[src/design/tct_pkg.sv]
// Shared item types, control codes and byte-operation flags of the text console.
`timescale 1ns / 1ps

package tct_pkg;

    localparam logic [7:0] CH_BS       = 8'd8;
    localparam logic [7:0] CH_TAB      = 8'd9;
    localparam logic [7:0] CH_LF       = 8'd10;
    localparam logic [7:0] CH_FF       = 8'd12;
    localparam logic [7:0] CH_CR       = 8'd13;
    localparam logic [7:0] CH_PRINT_LO = 8'd32;
    localparam logic [7:0] CH_PRINT_HI = 8'd126;
    localparam logic [7:0] CH_SPACE    = 8'h20;
    localparam logic [7:0] CELL_ATTR   = 8'h0F;

    localparam logic ACT_BYTE = 1'b0;
    localparam logic ACT_READ = 1'b1;

    typedef struct packed {
        logic       action;
        logic [7:0] char_code;
        logic [4:0] read_row;
        logic [6:0] read_col;
    } t_in_item;

    typedef struct packed {
        logic [4:0]  cursor_row;
        logic [6:0]  cursor_col;
        logic [10:0] cursor_linear;
        logic [15:0] cell_word;
    } t_out_item;

    // Side effects of one character byte on the screen memory
    typedef struct packed {
        logic wr_char;
        logic scroll;
        logic clear;
    } t_byte_ops;

endpackage

[src/design/tct_cursor.sv]
// Cursor update and memory side effects for one character byte.
`timescale 1ns / 1ps

module tct_cursor #(
    parameter int ROWS     = 25,
    parameter int COLS     = 80,
    parameter int TAB_STEP = 8,
    parameter int RW       = 5,
    parameter int CW       = 7
) (
    input  logic [RW-1:0]     i_row,
    input  logic [CW-1:0]     i_col,
    input  logic [7:0]        i_code,
    output logic [RW-1:0]     o_row,
    output logic [CW-1:0]     o_col,
    output tct_pkg::t_byte_ops o_ops
);
    import tct_pkg::*;

    localparam int NCOL = 1 << CW;

    typedef logic [NCOL-1:0][CW-1:0] t_tab;

    // next tab stop for each column, clipped to the last column
    function automatic t_tab f_tab_stops();
        t_tab t;
        int   stop;
        stop = TAB_STEP;
        for (int c = 0; c < NCOL; c++) begin
            if (c >= stop) begin
                stop = stop + TAB_STEP;
            end
            t[c] = CW'((stop < COLS - 1) ? stop : COLS - 1);
        end
        return t;
    endfunction

    localparam t_tab TAB_STOPS = f_tab_stops();

    logic last_col;
    logic last_row;

    assign last_col = (i_col == CW'(COLS - 1));
    assign last_row = (i_row == RW'(ROWS - 1));

    always_comb begin
        o_row = i_row;
        o_col = i_col;
        o_ops = '0;
        case (i_code) inside
            [CH_PRINT_LO:CH_PRINT_HI]: begin
                o_ops.wr_char = 1'b1;
                if (!last_col) begin
                    o_col = i_col + CW'(1);
                end else if (!last_row) begin
                    o_row = i_row + RW'(1);
                    o_col = '0;
                end
            end
            CH_BS: begin
                if (i_col != '0) begin
                    o_col = i_col - CW'(1);
                end else if (i_row != '0) begin
                    o_col = CW'(COLS - 1);
                    o_row = i_row - RW'(1);
                end
            end
            CH_TAB: begin
                if (!last_col) begin
                    o_col = TAB_STOPS[i_col];
                end
            end
            CH_LF: begin
                if (!last_row) begin
                    o_row = i_row + RW'(1);
                end else begin
                    o_ops.scroll = 1'b1;
                end
                o_col = '0;
            end
            CH_FF: begin
                o_ops.clear = 1'b1;
                o_row = '0;
                o_col = '0;
            end
            CH_CR: begin
                o_col = '0;
            end
            default: begin
                o_row = i_row;
            end
        endcase
    end

endmodule

[config.mk]
export PLATFORM = sky130hd
export DESIGN_NAME = tct_cursor
export DESIGN_NICKNAME = d
export VERILOG_FILES = /design/src/design/tct_pkg.sv /design/src/design/tct_cursor.sv
export SDC_FILE = /design/constraint.sdc
export NUM_CORES = 1
export LEC_CHECK = 0
export ABC_AREA = 1
export BUFFER_PORTS_ARGS = -buffer_cell sky130_fd_sc_hd__buf_4
export CAP_MARGIN = 20
export CORE_UTILIZATION = 56
export DETAILED_ROUTE_END_ITERATION = 7
export PLACE_DENSITY = 0.93
export SLEW_MARGIN = 10
export SYNTH_ARGS = -nofsm -noshare
export SYNTH_HDL_FRONTEND = slang
export SYNTH_SLANG_ARGS = --single-unit
[constraint.sdc]
create_clock -name vclk -period 1.55
set_input_delay 0.155 -clock vclk [all_inputs]
set_output_delay 0.155 -clock vclk [all_outputs]
set_load 0.01 [all_outputs]
==> reports/qor.tcl, run 1 <==
set qor(initial_utilization_pct) 62.3
set qor(outcome.stop_stage) {clock tree synthesis}
set qor(die_width_um) 49.7
set qor(toolErrorMsg) {[ERROR DPL-0038] Utilization greater than 100%, impossible to legalize}
set qor(die_h_um) 49.7
set qor(synth_nets) 266
set qor(post_cts_buffers) 4
set qor(fp-row-count) 16
set qor(synth.avg_cell_area_sq_um) 5.39
set qor(syn_area_sq_um) 1270
set qor(netlist_top_cells_area) {sky130_fd_sc_hd__nand2_1 15%, sky130_fd_sc_hd__nand3_1 12%, sky130_fd_sc_hd__ha_1 9.8%}
set qor(placement.io_buffers) 35
set qor(postCtsResizedCells) 61
set qor(synth.yosys.warnings) 0
set qor(yosysSeqAreaShare_pct) 0
set qor(yosys.area.top_type) {sky130_fd_sc_hd__nand2_1}
set qor(place_hpwl_um) 4120
set qor(ys_types) 30
set qor(routability_cong) 0.986
set qor(synth_top_area_share_pct) 15.3
set qor(pre_cts_ws_ns) -0.208
set qor(run_status) {aborted with a tool error}
set qor(io_pins) 35
set qor(holdBufCountCts) 0
set qor(synthesis.instances) 236
-- through the flow --
| stage | cells | util (%) | area (sq um) | hold slack, ns |
|---|---|---|---|---|
| 2_1_floorplan | 236 | - | 1270 | 0.478 |
| 3_3_place_gp | 333 | 89.8 | 1830 | 0.734 |
| 3_5_place_dp | 333 | 89.8 | 1830 | 0.739 |
-- cells in the mapped netlist --
cell type / number
sky130_fd_sc_hd__nor2_2: 5
sky130_fd_sc_hd__o211ai_1: 5
sky130_fd_sc_hd__a31oi_1: 1
sky130_fd_sc_hd__nand3_2: 2
sky130_fd_sc_hd__o21ai_0: 18
sky130_fd_sc_hd__nand4_4: 1
sky130_fd_sc_hd__buf_6: 1
sky130_fd_sc_hd__o21ai_2: 1
sky130_fd_sc_hd__o31ai_4: 1
sky130_fd_sc_hd__a21oi_1: 17
sky130_fd_sc_hd__o21ai_1: 6
sky130_fd_sc_hd__xnor2_1: 1
sky130_fd_sc_hd__clkinv_1: 1
sky130_fd_sc_hd__inv_2: 5
sky130_fd_sc_hd__ha_1: 10
sky130_fd_sc_hd__nor2_1: 28
sky130_fd_sc_hd__inv_1: 25
sky130_fd_sc_hd__buf_2: 2
sky130_fd_sc_hd__xor2_1: 10
sky130_fd_sc_hd__nand4_1: 1
sky130_fd_sc_hd__buf_4: 1
sky130_fd_sc_hd__nor3_1: 2
sky130_fd_sc_hd__nand2_1: 52
sky130_fd_sc_hd__nand2_2: 3
sky130_fd_sc_hd__clkinv_2: 1
sky130_fd_sc_hd__nand2_4: 1
sky130_fd_sc_hd__nor3_4: 1
sky130_fd_sc_hd__nor2_4: 2
sky130_fd_sc_hd__o311ai_0: 1
sky130_fd_sc_hd__nand3_1: 31
-- cells by family after synthesis --
logic type | after synthesis | share of synthesized area, %
simple gates | 129 | 48.2
compound gates | 50 | 22.6
buf+inv | 36 | 11.8
xor+xnor | 11 | 7.57
fa+ha+maj | 10 | 9.83
==> run 2: changes to the inputs <==
--- a/config.mk
+++ b/config.mk
@@ -8,9 +8,10 @@
 export ABC_AREA = 1
 export BUFFER_PORTS_ARGS = -buffer_cell sky130_fd_sc_hd__buf_4
 export CAP_MARGIN = 20
-export CORE_UTILIZATION = 56
+export CORE_AREA = 2 2 63 65
 export DETAILED_ROUTE_END_ITERATION = 7
-export PLACE_DENSITY = 0.93
+export DIE_AREA = 0 0 65 67
+export PLACE_DENSITY_LB_ADDON = 0.15
 export SLEW_MARGIN = 10
 export SYNTH_ARGS = -nofsm -noshare
 export SYNTH_HDL_FRONTEND = slang
==> run 2 against run 1 <==
Effect of this change:
- the flow now finishes, with violations (setup timing)
- synthesized area is the same
- synthesized cell count is the same
==> reports/qor.tcl, run 2 <==
set qor(run_status) {finished, violations left} ;# was aborted with a tool error
set qor(failed_checks) {setup timing}
set qor(antenna_cells) 0
set qor(worst_slew_pin_slew_ns) 0.267
set qor(detail_route.vias_per_cell) 5.04
set qor(finalHoldWorstSlack_ns) 0.754
set qor(number_of_violations_of_the_max_capacitance_limit) 0
set qor(design.seq.count) 0
set qor(netlist_top_cells_area) {sky130_fd_sc_hd__nand2_1 15%, sky130_fd_sc_hd__nand3_1 12%, sky130_fd_sc_hd__ha_1 9.8%} ;# unchanged
set qor(grt_start_max_net_pins) 13
set qor(timing_worst_setup_path_type) {in -> out}
set qor(wl_per_cell_um) 13.0
set qor(routability_cong) 0.910 ;# was 0.986
set qor(cellPowerDensity_nw_per_um2) 222
set qor(die_width_um) 65 ;# was 49.7 um
set qor(share_comb_of_total_power_pct) 100.0
set qor(grt_util_all_layers_pct) 20.5
set qor(end_kind) {output pin}
set qor(holdPathStages) 5
set qor(drc_errors) 0
set qor(p_seq_share_pct) 0
set qor(detail_route.iter0.violations) 111
set qor(layout-area-overhead-vs-synth_pct) 94.0
set qor(fp-row-count) 22 ;# was 16
set qor(number_of_antenna_violations_at_the_first_check_in_global_routing) 0
set qor(io_pins) 35 ;# unchanged
set qor(synth.avg_cell_area_sq_um) 5.39 ;# unchanged
set qor(first_global_vias) 1700
set qor(layout_setup_ws_ns) -0.00734
set qor(finalSetupViolCount) 2
set qor(synth_nets) 266 ;# unchanged
set qor(grt_first_pass_wirelength_um) 7390
set qor(place_hpwl_um) 3450 ;# was 4120 um
set qor(post_synth_most_frequent_cells) {52 x sky130_fd_sc_hd__nand2_1, 31 x sky130_fd_sc_hd__nand3_1, 28 x sky130_fd_sc_hd__nor2_1, 25 x sky130_fd_sc_hd__inv_1, 18 x sky130_fd_sc_hd__o21ai_0} ;# unchanged
set qor(layout.cell_area.non_filler_sq_um) 2470
set qor(placement.io_buffers) 35 ;# unchanged
set qor(power_report.internal_total_w) 0.000277
set qor(startpoint_kind_of_the_worst_setup_timing_path) {input pin}
set qor(fmax_mhz) 642
set qor(synth_top_area_share_pct) 15.3 ;# unchanged
set qor(synthesis.instances) 236 ;# unchanged
set qor(core_area_sq_um) 3610
set qor(initial_utilization_pct) 35.3 ;# was 62.3%
set qor(layout.cells.most_common) {sky130_fd_sc_hd__buf_4}
set qor(finalWirelength_um) 4930
set qor(critPathArrivalTime_ns) 1.40
set qor(p_sw_share_pct) 49.5
set qor(vdd_drop_max_uv) 99.8
set qor(synth.yosys.warnings) 0 ;# unchanged
set qor(post_layout_net_count) 363
set qor(layout_min_cycle_time_ns) 1.56
set qor(worstHoldPathType) {in -> out}
set qor(syn_area_sq_um) 1270 ;# unchanged
set qor(power_switching_w) 0.000271
set qor(yosys.area.top_type) {sky130_fd_sc_hd__nand2_1} ;# unchanged
set qor(power_frac_clock_pct) 0
set qor(routed-via-count) 1911
set qor(overall_die_area_sq_um) 4360
set qor(unrepaired_setup_endpoints_after_global_routing) {yes}
set qor(global_route.overflow_total) 0
set qor(most-common-layout-cells) {69 x sky130_fd_sc_hd__buf_4, 46 x sky130_fd_sc_hd__nand2_1, 23 x sky130_fd_sc_hd__nand3_1, 23 x sky130_fd_sc_hd__buf_6}
set qor(total_power_w) 0.000548
set qor(power_leakage_nw) 1.18
set qor(pre_cts_ws_ns) -0.191 ;# was -0.208 ns
set qor(instance_area_at_placement_sq_um) 1960 ;# was 1830 sq um
set qor(final-seq-area_sq_um) 0
set qor(yosysSeqAreaShare_pct) 0 ;# unchanged
set qor(drv_slew) 0
set qor(finish.utilization_pct) 68.5
set qor(final_antenna_net_count) 0
set qor(drive_above_1_share_pct) 48.3
set qor(finalHoldViolations) 0
set qor(dr.pass1.iters) 4
set qor(die_h_um) 67 ;# was 49.7 um
set qor(required_time_of_the_critical_path_ns) 1.39
set qor(slew_headroom_pct) 82.1
set qor(clockBufferCount) 0
set qor(ys_types) 30 ;# unchanged
set qor(biggest_fanout_along_the_worst_timing_path) 4
set qor(synth_most_common_cell) {sky130_fd_sc_hd__nand2_1} ;# unchanged
set qor(holdBufCountCts) 0 ;# unchanged
set qor(timing.final.crit_share_pct) 100
==> run 2: cell counts after synthesis <==
No cell type changed its count.
==> run 2: worst paths after layout <==
path,start,endpoint,slack [ns]
worst min-delay path,i_col[6],o_col[6],0.75
worst max-delay path,i_col[1],o_col[5],-0.007
==> run 2: metrics by stage <==
stage                     TNS [ns]  instances
after detailed placement     -1.36        367
final                     -0.00783        379
after CTS                  -0.0508        367
after floorplan                  0        236
after global routing        -0.546        379
after global placement       -1.23        367
==> run 2: logic make-up after synthesis <==
| family | count (synthesis) | synth area share, % |
|---|---|---|
| compound gates | 50 | 22.6 |
| xor+xnor | 11 | 7.57 |
| fa+ha+maj | 10 | 9.83 |
| buf+inv | 36 | 11.8 |
| simple gates | 129 | 48.2 |
==> run 2: area by class of cell <==
type               count  area (sq um)
repair buffers        98           882
inverters             32           140
multi-input cells    200          1380
well taps             48          60.1
repair inverters       1          5.00
fillers              323          1140
==> run 2: repair_timing <==
item	CTS	global route
cloned	0	2
endpoints found under the setup margin	13	13
setup buffers	0	12
endpoints found under the hold margin	0	0
resized for setup	23	91
pin swaps	7	36
==> run 2: critical path: stages <==
cell,delay [ns]
sky130_fd_sc_hd__buf_8,0.09
sky130_fd_sc_hd__ha_4,0.15
sky130_fd_sc_hd__nand3_4,0.08
sky130_fd_sc_hd__nor2_4,0.23
sky130_fd_sc_hd__buf_6,0.15
sky130_fd_sc_hd__buf_6,0.09
sky130_fd_sc_hd__nor2_2,0.03
sky130_fd_sc_hd__nand2_1,0.05
sky130_fd_sc_hd__nand2_1,0.06
sky130_fd_sc_hd__o311ai_2,0.07
sky130_fd_sc_hd__nand2_1,0.10
sky130_fd_sc_hd__buf_6,0.13
==> run 2: routing by layer <==
| metal | vias up | GRT usage (%) | wire, um |
|---|---|---|---|
| met5 | - | 0 | 0 |
| met4 | 0 | 1.33 | 47 |
| met3 | 4 | 0.169 | 214 |
| met2 | 56 | 38.7 | 2550 |
| met1 | 874 | 27.0 | 2120 |
| li1 | 977 | - | - |
==> run 2: power by group through the flow <==
stage,registers [W],logic [W],clock network (W)
detailed placement,0,0.000418,0
global route,0,0.000597,0
floorplan,0,0.000203,0
finish,0,0.000548,0
CTS,0,0.000440,0
global placement,0,0.000417,0
Note: power is estimated with default switching activity, not from simulation.
==> run 3: changes to the inputs <==
--- a/config.mk
+++ b/config.mk
@@ -11,7 +11,7 @@
 export CORE_AREA = 2 2 63 65
 export DETAILED_ROUTE_END_ITERATION = 7
 export DIE_AREA = 0 0 65 67
-export PLACE_DENSITY_LB_ADDON = 0.15
+export SETUP_SLACK_MARGIN = 0.3
 export SLEW_MARGIN = 10
 export SYNTH_ARGS = -nofsm -noshare
 export SYNTH_HDL_FRONTEND = slang
==> constraint.sdc (replaced) <==
create_clock -name vclk -period 1.77
set_input_delay 0.177 -clock vclk [all_inputs]
set_output_delay 0.177 -clock vclk [all_outputs]
set_load 0.01 [all_outputs]
==> run 3 against run 2 <==
Effect of this change:
- the flow now finishes without violations
- global-route usage rose by 2.3 points
- power fell by 15%
- via count fell by 3.7%
- first-iteration DRC count fell by 4.5%
- critical endpoint is now o_row[2]
- largest power group unchanged
==> reports/qor.tcl, run 3 (synthesis gave the netlist of run 2 again) <==
set qor(core_area_sq_um) 3610 ;# unchanged
set qor(path_common_cell) {sky130_fd_sc_hd__buf_4}
set qor(layout.cells.most_common) {sky130_fd_sc_hd__buf_4} ;# unchanged
set qor(layout.cell_area.non_filler_sq_um) 2390 ;# was 2470 sq um
set qor(critPathArrivalTime_ns) 1.35 ;# was 1.40 ns
set qor(cp_num_buf_inv) 4 ;# unchanged
set qor(end_kind) {output pin} ;# unchanged
set qor(dp.cells) 334 ;# was 367
set qor(instance_area_at_placement_sq_um) 1710 ;# was 1960 sq um
set qor(startpoint_kind_of_the_worst_setup_timing_path) {input pin} ;# unchanged
set qor(power_leakage_nw) 1.09 ;# was 1.18 nW
set qor(biggest_fanout_along_the_worst_timing_path) 5 ;# was 4
set qor(finalHoldViolations) 0 ;# unchanged
set qor(cellPowerDensity_nw_per_um2) 194 ;# was 222 nW/um^2
set qor(worst_slew_pin_slew_ns) 0.254 ;# was 0.267 ns
set qor(placement.io_buffers) 35 ;# unchanged
set qor(unrepaired_setup_endpoints_after_global_routing) {yes} ;# unchanged
set qor(grt_util_all_layers_pct) 22.8 ;# was 20.5%
set qor(number_of_antenna_violations_at_the_first_check_in_global_routing) 0 ;# unchanged
set qor(worst_path_dominant_cell_family) {buffers and inverters} ;# was simple AND/OR/NAND/NOR gates
set qor(detail_route.iter0.violations) 106 ;# was 111
set qor(most-common-layout-cells) {51 x sky130_fd_sc_hd__buf_4, 43 x sky130_fd_sc_hd__nand2_1, 23 x sky130_fd_sc_hd__nand3_1, 22 x sky130_fd_sc_hd__buf_6, 16 x sky130_fd_sc_hd__nor2_1} ;# was 69 x sky130_fd_sc_hd__buf_4, 46 x sky130_fd_sc_hd__nand2_1, 23 x sky130_fd_sc_hd__nand3_1, 23 x sky130_fd_sc_hd__buf_6
set qor(stdcell_count) 359 ;# was 379
set qor(final-seq-area_sq_um) 0 ;# unchanged
set qor(fmax_mhz) 653
set qor(dr.pass1.iters) 5 ;# was 4
set qor(required_time_of_the_critical_path_ns) 1.59 ;# was 1.39 ns
set qor(multi_input_comb_area_sq_um) 1440 ;# was 1380 sq um
set qor(timing_worst_setup_path_type) {in -> out} ;# unchanged
set qor(io_pins) 35 ;# unchanged
set qor(number_of_violations_of_the_max_capacitance_limit) 0 ;# unchanged
set qor(timing.final.crit_share_pct) 86.6
set qor(vdd_drop_max_uv) 122 ;# was 99.8 uV
set qor(first_global_vias) 1774 ;# was 1700
set qor(design.seq.count) 0 ;# unchanged
set qor(final_antenna_net_count) 0 ;# unchanged
set qor(routability_cong) 0.882 ;# was 0.910
set qor(nFillCells) 327 ;# was 323
set qor(min_from) {i_col[2]} ;# was i_col[6]
set qor(grt_start_max_net_pins) 13 ;# unchanged
set qor(grt_first_pass_wirelength_um) 8040 ;# was 7390 um
set qor(detail_route.vias_per_cell) 5.13 ;# was 5.04
set qor(clockBufferCount) 0 ;# unchanged
set qor(holdPathStages) 4 ;# was 5
set qor(finalSetupViolCount) 0 ;# was 2
set qor(layout_min_cycle_time_ns) 1.53
set qor(die_h_um) 67 ;# unchanged
set qor(holdPathEnd) {o_col[2]} ;# was o_col[6]
set qor(initial_utilization_pct) 35.3 ;# unchanged
set qor(worstHoldPathType) {in -> out} ;# unchanged
set qor(wl_per_cell_um) 13.9 ;# was 13.0 um
set qor(slew_headroom_pct) 83.1 ;# was 82.1%
set qor(global_route.overflow_total) 0 ;# unchanged
set qor(critPathSlowestCell) {sky130_fd_sc_hd__nor2_2} ;# was sky130_fd_sc_hd__nor2_4
set qor(worst_path_largest_cell_delay_ns) 0.15 ;# was 0.23 ns
set qor(die_width_um) 65 ;# unchanged
set qor(run_status) {finished clean} ;# was finished, violations left
set qor(overall_die_area_sq_um) 4360 ;# unchanged
set qor(antenna_cells) 0 ;# unchanged
set qor(finalWirelength_um) 4980 ;# was 4930 um
set qor(fp-row-count) 22 ;# unchanged
set qor(routed-via-count) 1841 ;# was 1911
set qor(drc_errors) 0 ;# unchanged
set qor(layout-area-overhead-vs-synth_pct) 88.2 ;# was 94.0%
set qor(finalHoldWorstSlack_ns) 0.775 ;# was 0.754 ns
set qor(drv_slew) 0 ;# unchanged
set qor(post_layout_net_count) 343 ;# was 363
set qor(place_hpwl_um) 3310 ;# was 3450 um
set qor(drive_above_1_share_pct) 50.5 ;# was 48.3%
set qor(timing.critical_path.cells) {buf_8 -> nor2_4 -> buf_4 -> nand2_2 -> nor2_2 -> nor2_4 -> buf_4 -> a21oi_1 -> o21ai_1 -> buf_4} ;# was buf_8 -> ha_4 -> nand3_4 -> nor2_4 -> buf_6 -> buf_6 -> nor2_2 -> nand2_1 -> nand2_1 -> o311ai_2 -> nand2_1 -> buf_6
run 3: worst max path at each step:
stage | from | cells after the start | end | slack [ns]
after floorplan | i_col[1] | 10 | o_row[1] | 0.31
after global placement | i_col[0] | 9 | o_col[2] | -0.05
after detailed placement | i_col[0] | 9 | o_col[2] | -0.05
after CTS | i_col[4] | 10 | o_row[1] | 0.25
after global routing | i_col[0] | 13 | o_col[4] | 0.13
final | i_code[1] | 10 | o_row[2] | 0.24
run 3: metrics by stage:
| step | util [%] | TNS [ns] | total power, W | setup slack, ns |
|---|---|---|---|---|
| final | 66.4 | 0 | 0.000465 | 0.238 |
| after floorplan | - | 0 | 0.000178 | 0.311 |
| after global routing | 66.4 | 0 | 0.000502 | 0.133 |
| after global placement | 47.4 | -0.102 | 0.000328 | -0.0534 |
| after CTS | 61.2 | 0 | 0.000426 | 0.252 |
| after detailed placement | 47.4 | -0.0656 | 0.000327 | -0.0467 |
run 3: routing by layer:
metal,up-vias,routed length (um),part of all wire [%],GRT usage [%]
met4,0,104,2.1,7.45
met1,841,2080,42,27.6
li1,935,-,-,-
met5,-,0,0,0
met3,8,173,3.5,0.845
met2,57,2620,53,42.8
run 3: repair_timing:
item,in CTS,in global routing
pin swaps,40,27
hold buffers,0,0
endpoints found under the setup margin,13,13
buffers inserted,17,8
gates resized for setup,110,34
run 3: cell type report:
class              count  area share, %
inverters             32           6.69
multi-input cells    200           60.3
well taps             48           2.51
repair buffers        79           30.5
run 3: worst min-delay path: stages:
cell	delay, ns
sky130_fd_sc_hd__buf_6	0.12
sky130_fd_sc_hd__o211ai_1	0.10
sky130_fd_sc_hd__o21ai_1	0.08
sky130_fd_sc_hd__buf_4	0.13
run 3: report_power, final:
group          leakage, nW  internal, W  switching [W]
Combinational         1.09     0.000222       0.000243
Clock                    0            0              0
Sequential               0            0              0
Total                 1.09     0.000222       0.000243
